**config.mk**
```make
export PLATFORM = sky130hd
export DESIGN_NAME = sus_cell
export DESIGN_NICKNAME = d
export VERILOG_FILES = /design/src/design/sus_pkg.sv /design/src/design/sus_cell.sv
export SDC_FILE = /design/constraint.sdc
export NUM_CORES = 1
export LEC_CHECK = 0
export ABC_AREA = 1
export BUFFER_PORTS_ARGS = -buffer_cell sky130_fd_sc_hd__buf_2
export CAP_MARGIN = 15
export CORE_UTILIZATION = 47
export CTS_BUF_LIST = sky130_fd_sc_hd__clkbuf_4 sky130_fd_sc_hd__clkbuf_8 sky130_fd_sc_hd__clkbuf_16
export DETAILED_ROUTE_END_ITERATION = 10
export PLACE_DENSITY = 0.85
export SLEW_MARGIN = 20
export SYNTH_ARGS = -nofsm -noshare
export SYNTH_HDL_FRONTEND = slang
export SYNTH_SLANG_ARGS = --single-unit
```
**constraint.sdc**
```tcl
create_clock -name clk -period 3.29 [get_ports clk]
set_input_delay 0.329 -clock clk [delete_from_list [all_inputs] [get_ports clk]]
set_output_delay 0.329 -clock clk [all_outputs]
set_load 0.005 [all_outputs]
```
**src/design/sus_pkg.sv**
```systemverilog
// Shared constants, operation codes and the cell control bundle for the sorted set.
`timescale 1ns / 1ps

package sus_pkg;

    localparam int CAPACITY = 32;
    localparam int IDX_W    = (CAPACITY > 1) ? $clog2(CAPACITY) : 1;
    localparam int CNT_W    = $clog2(CAPACITY + 1);
    localparam int DATA_W   = 32;
    localparam int COUNT_W  = 6;

    // Input command codes.
    localparam logic CMD_INSERT = 1'b0;
    localparam logic CMD_DELETE = 1'b1;

    // Operations broadcast to every cell of the chain.
    localparam logic [1:0] OP_HOLD   = 2'd0;
    localparam logic [1:0] OP_INSERT = 2'd1;
    localparam logic [1:0] OP_DELETE = 2'd2;
    localparam logic [1:0] OP_ROTATE = 2'd3;

    typedef struct packed {
        logic [1:0]              op;
        logic signed [DATA_W-1:0] value;
        logic [CNT_W-1:0]        count;
    } cell_ctl_t;

endpackage

```
**src/design/sus_cell.sv**
```systemverilog
// One storage cell of the sorted chain: compares, shifts and rotates with its neighbors.
`timescale 1ns / 1ps

module sus_cell (
    input  logic                           clk,
    input  sus_pkg::cell_ctl_t             ctl,
    input  logic [sus_pkg::IDX_W-1:0]      idx,
    input  logic                           lt_left,
    input  logic signed [sus_pkg::DATA_W-1:0] val_left,
    input  logic signed [sus_pkg::DATA_W-1:0] val_right,
    input  logic signed [sus_pkg::DATA_W-1:0] head,
    output logic                           lt,
    output logic                           eq,
    output logic signed [sus_pkg::DATA_W-1:0] val
);
    import sus_pkg::*;

    logic signed [DATA_W-1:0] val_reg;
    logic signed [DATA_W-1:0] val_next;
    logic [CNT_W-1:0]         idx_ext;
    logic [CNT_W-1:0]         idx_inc;
    logic                     occupied;

    assign idx_ext  = CNT_W'(idx);
    assign idx_inc  = idx_ext + CNT_W'(1);
    assign occupied = idx_ext < ctl.count;
    assign lt       = occupied && ($signed(val_reg) < $signed(ctl.value));
    assign eq       = occupied && (val_reg == ctl.value);
    assign val      = val_reg;

    always_comb
    begin
        val_next = val_reg;
        case (ctl.op)
            OP_INSERT:
            begin
                // The first cell not below the new value takes it; the ones above move up.
                if (idx_ext <= ctl.count && !lt)
                begin
                    val_next = lt_left ? ctl.value : val_left;
                end
            end
            OP_DELETE:
            begin
                if (!lt && idx_inc < ctl.count)
                begin
                    val_next = val_right;
                end
            end
            OP_ROTATE:
            begin
                // The occupied cells form a ring; the top one refills from the head.
                if (occupied)
                begin
                    val_next = (idx_inc == ctl.count) ? head : val_right;
                end
            end
            default:
            begin
                val_next = val_reg;
            end
        endcase
    end

    always_ff @(posedge clk)
    begin
        val_reg <= val_next;
    end

endmodule

```
# Word-level counts from Yosys, hierarchy flattened
# Cells that the tools add are included.
# word_totals
wordCells,27
ff_bits,32
out_inout_bits,34
input_bits,143
# op_classes
n_mux,6
eq_ne,8
n_addsub,1
n_reduce_logical,7
order_cmp,4
# op_table
cell,n
$mux 32,5
$pmux 32 s3,1
$eq 32x32->1,1
$lt 32x32->1,1
$add 5x1->6 const B,1
$eq 6x6->1,1
$le 5x6->1,1
$lt 5x6->1,1
$lt 6x6->1,1
$ne 2x2->1 const B,3
$eq 2x2->1 const B,2
$logic_and 1x1->1,4
$reduce_and 4->1,1
$reduce_bool 3->1,1
$eq 2x1->1 const B,1
$logic_not 1->1,1

# Depth between registers and ports, before layout
# Gate-level depths: netlist of the first run.
# logic_depth
ltp_word,6
depth_mapped,19
ltp_nobuf,19

# Worst setup path after synthesis of the first run
# No wires, ideal clock.
# synth_path
kind,in2reg
startpoint,input idx[0] (netlist bit)
endpoint,"register val_reg[0], in the netlist val[0] (enable)"
setup_time_ns,0.387
path_stages,11
arrival_time_ns,2.290
path_slack_ns,0.613
path_cell_list,ha_1 > nand3_1 > xor2_1 > ha_1 > nand2_2 > nor2_4 > a2111oi_2 > nand2_1 > nand2_1 > nand2_1 > inv_1
# synth_between
elab_chain_len,6
# synth_rtl
element,line,text
start: declaration,sus_cell.sv:7,"input logic [sus_pkg::IDX_W-1:0] idx,"
branches (longest 5 deep; another with $add 5x1->6),-,
$reduce_and 4->1 (no source line) (*),-,
end signal: assignment,sus_cell.sv:67,val_reg <= val_next;
end: declaration,sus_cell.sv:18,logic signed [DATA_W-1:0] val_reg;
# Mark *: on every way between the ends.
# A chain may end at the register's enable or synchronous reset.

# Final worst setup path of the first run
# layout_path
startpoint,input idx[0] (netlist bit)
endpoint,"register val_reg[27], in the netlist val[27], data pin"
# layout_between
elab_chain_len,5
# layout_rtl
element,line,text
$add 5x1->6,sus_cell.sv:25,assign idx_inc = idx_ext + CNT_W'(1);
$eq 6x6->1,sus_cell.sv:55,val_next = (idx_inc == ctl.count) ? head : val_right;
$mux 32,sus_cell.sv:55,
$mux 32,sus_cell.sv:53,if (occupied)
$pmux 32 s3,sus_cell.sv:34,case (ctl.op)
named net val_next[27],sus_cell.sv:19,logic signed [DATA_W-1:0] val_next;
# The timed path passes the listed nets, and every way through them passes these cells. The select of a mux whose other input is x is not followed.

==> impl_results.md, run 1 <==
* Sequential share of power at 37.3%
* Placed cell count at 710
* Area Growth Syn to Fin at 29.87%
* Chip Height at 87.60 um
* Cells after synthesis at 456
* Avg Cell Area, Syn at 7.551 um^2
* Antenna-violating nets left at 0
* HP Class: input pin to flip-flop
* Mapped Area at 0.003443 mm^2
* Initial antenna violation count at 0
* RSZ-0062 raised after global routing: no
* Setup-failing EPs final at 0
* Worst slew margin at 37.90%
* FFs w/ async S/R, synth at 0%
* Post-synth EDFFs at 32
* Hold_buf cts at 0
* 1st-pass router iterations at 5
* Switching power at 0.4909 mW
* Startpoint Class: input pin
* Number of H-tree levels at 2
* Leak at 2.399 nW
* Least-Margin Pin Slew at 925.7 ps
* Antenna diodes at 0
* Final period utilization at 79.30%
* Final hold vios at 0
* R2R Path End: val[2]$_DFFE_PP_
* Fin nets at 808
* Most frequent cells in the layout: buf_2 (175), nand2_1 (110), inv_1 (51)
* Cell Int Power at 0.9964 mW
* Final wirelength at 10470 um
* First-pass GRT wire length at 16080 um
* Kind of end point of the critical path: flip-flop
* Top layer in use: met4
* Drt via density at 5.361
* Vias in the first global route at 3691
* Seq/Total Area, Yosys at 27.91%
* Worst r2r src: val[31]$_DFFE_PP_
* Final Slew Violations at 0
* Ports at 177
* Gp weighted congestion at 0.8871
* Switching share of power at 33.01%
* Largest net degree at the start of global routing at 65
* # port buffers at 176
* Seq cells post-synth at 32
* Clock latency on the worst-skew pair at 280 ps
* Clock share of power at 26.5%
* Synthesis warning total at 0
* Power per cell area at 332.6 mW/mm^2
* Crit Path Max Fanout at 32
* Max FFs per register at 32
* Hold path endpoint: val[12]$_DFFE_PP_
* Outcome: completed
* Fin cells at 718
* Core area at 0.006944 mm^2
* Post_cts resized at 0
* Worst hold stages at 3
* Die W at 87.60 um
* Post-CTS setup buffers at 0
* R2R depth at 12
* Clock transition at path regs at 80 ps
* Inserted Clock Buffers at 5
* Flop2flop setup slack at 880 ps
* Final WS setup at 680.9 ps
* Gr usage total at 27.16%
* Clk buf depth at 2
* WL/cell at 14.58 um
* Routed length on met3 at 783 um
* Placement Setup Slack at 374.9 ps
* Total negative slack at 0 ps
* Site row count at 30
* Syn_nets at 643
* Initial Util at 49.59%
* Sink Count at 32
* Fin crit period at 2609 ps
* Max VDD drop at 0.1535 mV
* Clock skew at 6.496 ps
* DR iter-0 viols at 165
* Met2 WL post-DR at 5218 um
* DRC viols at 0
* Fill count at 640
* WL met1 at 4239 um
* Register area at 960.9 um^2
* Max Freq at 383.3 MHz
* Comb pwr share at 36.3%
* Area of the multi-input gates at 0.002148 mm^2
* Cell variety after synth at 32
* Req. time, crit path at 3330 ps
* Die area at 0.007673 mm^2
* CTS root buffer: clkbuf_8
* Top_reg_cell synth: edfxtp_1
* GRT Residual Overflow at 0
* Worst Path Arrival at 2650 ps
* Via count at 3849
* CTS tree: built
* Most common cell after layout, fill and taps aside: buf_2
* HPWL after DPL at 8042 um
* Max Cap Viol at 0
* Crit path kind: input pin to flip-flop
* Share of layout cells above drive strength 1 at 33.44%
* Hold path startpoint: val_right[12]
through the flow:
stage | area (um^2) | total power [mW] | util (%) | hold WS [ps]
4_1_cts | 4469 | 1.494 | 64.36 | 338.4
3_5_place_dp | 4358 | 1.099 | 62.76 | 638.5
5_1_grt | 4472 | 1.585 | 64.40 | 348.5
6_report | 4472 | 1.487 | 64.40 | 346.8
2_1_floorplan | 3443 | 0.8622 | - | 531.7
3_3_place_gp | 4358 | 1.079 | 62.76 | 632.8
metal layers:
metal  track usage (%)  vias to the layer above
li1                  -                     1901
met1             29.84                     1716
met2             50.71                      205
met3             5.655                       27
met4             11.18                        0
met5                 0                        -
final cells by class:
cell class | instances | area share (%)
Clock buffer | 6 | 1.707
Clock inverter | 2 | 0.7834
Inverter | 58 | 4.868
Multi-Input combinational cell | 344 | 48.04
Sequential cell | 32 | 21.49
Tap cell | 96 | 2.686
Timing Repair Buffer | 180 | 20.43
worst max path at each step:
stage | start | endpoint | slack (ps) | depth (start not counted)
detailed placement | idx[0] | val[27]$_DFFE_PP_ | 370 | 13
global route | idx[0] | val[0]$_DFFE_PP_ | 480 | 13
floorplan | idx[0] | val[0]$_DFFE_PP_ | 610 | 11
finish | idx[0] | val[27]$_DFFE_PP_ | 680 | 13
CTS | idx[0] | val[27]$_DFFE_PP_ | 690 | 13
global placement | idx[0] | val[0]$_DFFE_PP_ | 470 | 13
cell usage after synthesis, types with 5 or more instances:
| master | n | area (um^2) |
|---|---|---|
| inv_1 | 51 | 191.4 |
| inv_2 | 5 | 18.77 |
| nand2_1 | 110 | 412.9 |
| o21bai_1 | 26 | 195.2 |
| o21ai_1 | 24 | 120.1 |
| o211ai_1 | 38 | 285.3 |
| clkbuf_1 | 14 | 52.55 |
| or2_2 | 6 | 37.54 |
| a21oi_1 | 17 | 85.08 |
| nor2_1 | 13 | 48.80 |
| edfxtp_1 | 32 | 960.9 |
| ha_1 | 44 | 550.5 |
| nand3_1 | 37 | 185.2 |
| o21ai_0 | 8 | 40.04 |
logic make-up (layout without fill, tap and decap cells):
logic type,Yosys count,in the layout,synth area share (%)
DFF,32,32,27.91
xor gates and xnor gates,3,3,0.7632
buffers and inverters,80,246,9.702
AOI/OAI and AO/OA,117,117,22.17
and+or+nand+nor,180,180,23.47
adders and majority gates,44,44,15.99
power by group through the flow:
stage | Sequential [mW] | Clock, mW | Combinational (mW)
finish | 0.554 | 0.394 | 0.539
global route | 0.559 | 0.417 | 0.608
CTS | 0.555 | 0.400 | 0.539
detailed placement | 0.564 | 0 | 0.535
global placement | 0.561 | 0 | 0.518
floorplan | 0.563 | 0 | 0.299
critical path, cell delays in order:
cell and delay [ps]:
buf_2 120, ha_1 200, nand3_1 100, xor2_1 150, ha_1 280, nand2_2 70, nor2_4 150, nand2_4 80
nor2_8 320, inv_2 350, o21ai_1 240, o21bai_1 170, nand3_1 80
(Power assumes the default switching activity.)
==> run 2: changes to the inputs <==
clock period = 2.55 ns   (was 3.29 ns; I/O delays follow)
==> impl_results.md, run 2 (synthesized netlist as in run 1, its figures left out) <==
* Outcome: completed (unchanged)
* Crit path kind: flip-flop to primary output (was input pin to flip-flop)
* Crit Path Max Fanout at 4 (was 32)
* Largest net degree at the start of global routing at 40 (was 65)
* Max VDD drop at 0.2239 mV (was 0.1535 mV)
* Placement Setup Slack at 51.70 ps (was 374.9 ps)
* Initial Util at 49.59% (unchanged)
* Via count at 3802 (was 3849)
* CTS root buffer: clkbuf_8 (unchanged)
* Total negative slack at 0 ps (unchanged)
* Clock transition at path regs at 70 ps (was 80 ps)
* Placed cell count at 714 (was 710)
* Final Power at 1.932 mW (was 1.487 mW)
* Initial antenna violation count at 1 (was 0)
* Fill count at 613 (was 640)
* Largest delay share family, worst path: simple AND/OR/NAND/NOR gates (unchanged)
* RSZ-0062 raised after global routing: no (unchanged)
* Die W at 87.60 um (unchanged)
* Kind of end point of the critical path: primary output (was flip-flop)
* Leak at 2.428 nW (was 2.399 nW)
* WL/cell at 14.50 um (was 14.58 um)
* Chip Height at 87.60 um (unchanged)
* Area Growth Syn to Fin at 32.30% (was 29.87%)
* Ports at 177 (unchanged)
* Clk buf depth at 2 (unchanged)
* Die area at 0.007673 mm^2 (unchanged)
* Final wirelength at 10480 um (was 10470 um)
* Final WS setup at 161.7 ps (was 680.9 ps)
* Setup-failing EPs final at 0 (unchanged)
* Worst slew margin at 58.63% (was 37.90%)
* Number of H-tree levels at 2 (unchanged)
* DRC viols at 0 (unchanged)
* Fin cells at 723 (was 718)
* Crit-path cells: ha_1, nand2_1, nor2_2, nand2_1, nor2_2, inv_1, nor4_1, buf_2 (was buf_2, ha_1, nand3_1, xor2_1, ha_1, nand2_2, nor2_4, nand2_4, nor2_8, inv_2, o21ai_1, o21bai_1, nand3_1)
* Max FFs per register at 32 (unchanged)
* Req. time, crit path at 2300 ps (was 3330 ps)
* Clock skew at 7.840 ps (was 6.496 ps)
* Share of layout cells above drive strength 1 at 34.03% (was 33.44%)
* Fin crit period at 2388 ps
* Antenna-violating nets left at 0 (unchanged)
* 1st-pass router iterations at 4 (was 5)
* Final period utilization at 93.66%
* Fin nets at 812 (was 808)
* Drt via density at 5.259 (was 5.361)
* Core area at 0.006944 mm^2 (unchanged)
* # port buffers at 176 (unchanged)
* Gr usage total at 27.72% (was 27.16%)
* GRT Residual Overflow at 0 (unchanged)
* Flop2flop setup slack at 210 ps (was 880 ps)
* Final Slew Violations at 0 (unchanged)
* CTS tree: built (unchanged)
* Vias in the first global route at 3766 (was 3691)
* Startpoint Class: flip-flop (was input pin)
* Worst Path Arrival at 2130 ps (was 2650 ps)
* Max Cap Viol at 0 (unchanged)
* DR iter-0 viols at 149 (was 165)
* Max Freq at 418.7 MHz
* Post_cts resized at 0 (unchanged)
* Most frequent cells in the layout: buf_2 (176), nand2_1 (110), inv_1 (50) (was buf_2 (175), nand2_1 (110), inv_1 (51))
* Hold_buf cts at 0 (unchanged)
* Crit path buf inv count at 2 (unchanged)
* Inserted Clock Buffers at 5 (unchanged)
* HPWL after DPL at 8214 um (was 8042 um)
* Clock latency on the worst-skew pair at 290 ps (was 280 ps)
* Site row count at 30 (unchanged)
* Sink Count at 32 (unchanged)
* Most common cell after layout, fill and taps aside: buf_2 (unchanged)
* Gp weighted congestion at 0.8526 (was 0.8871)
* CP max stage delay at 400 ps (was 350 ps)
* Post-CTS setup buffers at 0 (unchanged)
* HP Class: input pin to flip-flop (unchanged)
* First-pass GRT wire length at 16390 um (was 16080 um)
* Power per cell area at 424.1 mW/mm^2 (was 332.6 mW/mm^2)
* Final hold vios at 0 (unchanged)
* Least-Margin Pin Slew at 619.6 ps (was 925.7 ps)
* Crit-path slowest cell: edfxtp_1 (was inv_2)
run 2: area by class of cell:
type	count	area, um^2	area share, %
multi-input combinational	344	2148	47.16
sequential	32	960.9	21.09
clock inverter	2	35.03	0.7690
clock buffer	6	76.32	1.675
timing repair buffer	184	991.0	21.75
inverter	58	221.5	4.861
antenna	1	2.502	0.05493
tap	96	120.1	2.637
run 2: worst register-to-register path: stages (launching register included):
cell,delay [ps]
edfxtp_1,400
ha_1,360
nand2_1,100
nor2_2,150
nand2_1,100
nor2_2,160
nand2_1,80
nand3_1,90
nand3_2,100
nand2_1,80
nand2_1,40
nand2_1,100
clkinvlp_4,140
buf_12,180
run 2: metrics by stage:
step	hold slack, ps	utilization, %	instance area [um^2]
finish	267.9	65.60	4556
floorplan	457.7	-	3447
global route	268.3	65.57	4553
detailed placement	557.7	63.96	4442
global placement	559.5	63.96	4442
CTS	257.5	65.57	4553
run 2: report_power, final:
| group | total, mW | internal [mW] | switching [mW] |
|---|---|---|---|
| sequential | 0.714 | 0.674 | 0.0394 |
| combinational | 0.717 | 0.329 | 0.388 |
| clock | 0.501 | 0.301 | 0.200 |
run 2: worst paths after layout:
kind	from	to	cells past startpoint
worst min register to register	val[31]$_DFFE_PP_	val[9]$_DFFE_PP_	8
worst max register to register	val[31]$_DFFE_PP_	val[0]$_DFFE_PP_	13
worst min-delay path	val_right[10]	val[10]$_DFFE_PP_	3
worst max-delay path	val[31]$_DFFE_PP_	eq	8
run 2: routing by layer:
metal,vias up,GRT usage (%),routed length [um]
met1,1709,30.74,4229
met4,0,10.58,189
met3,19,7.823,813
met2,160,50.28,5250
met5,-,0,0
li1,1914,-,-
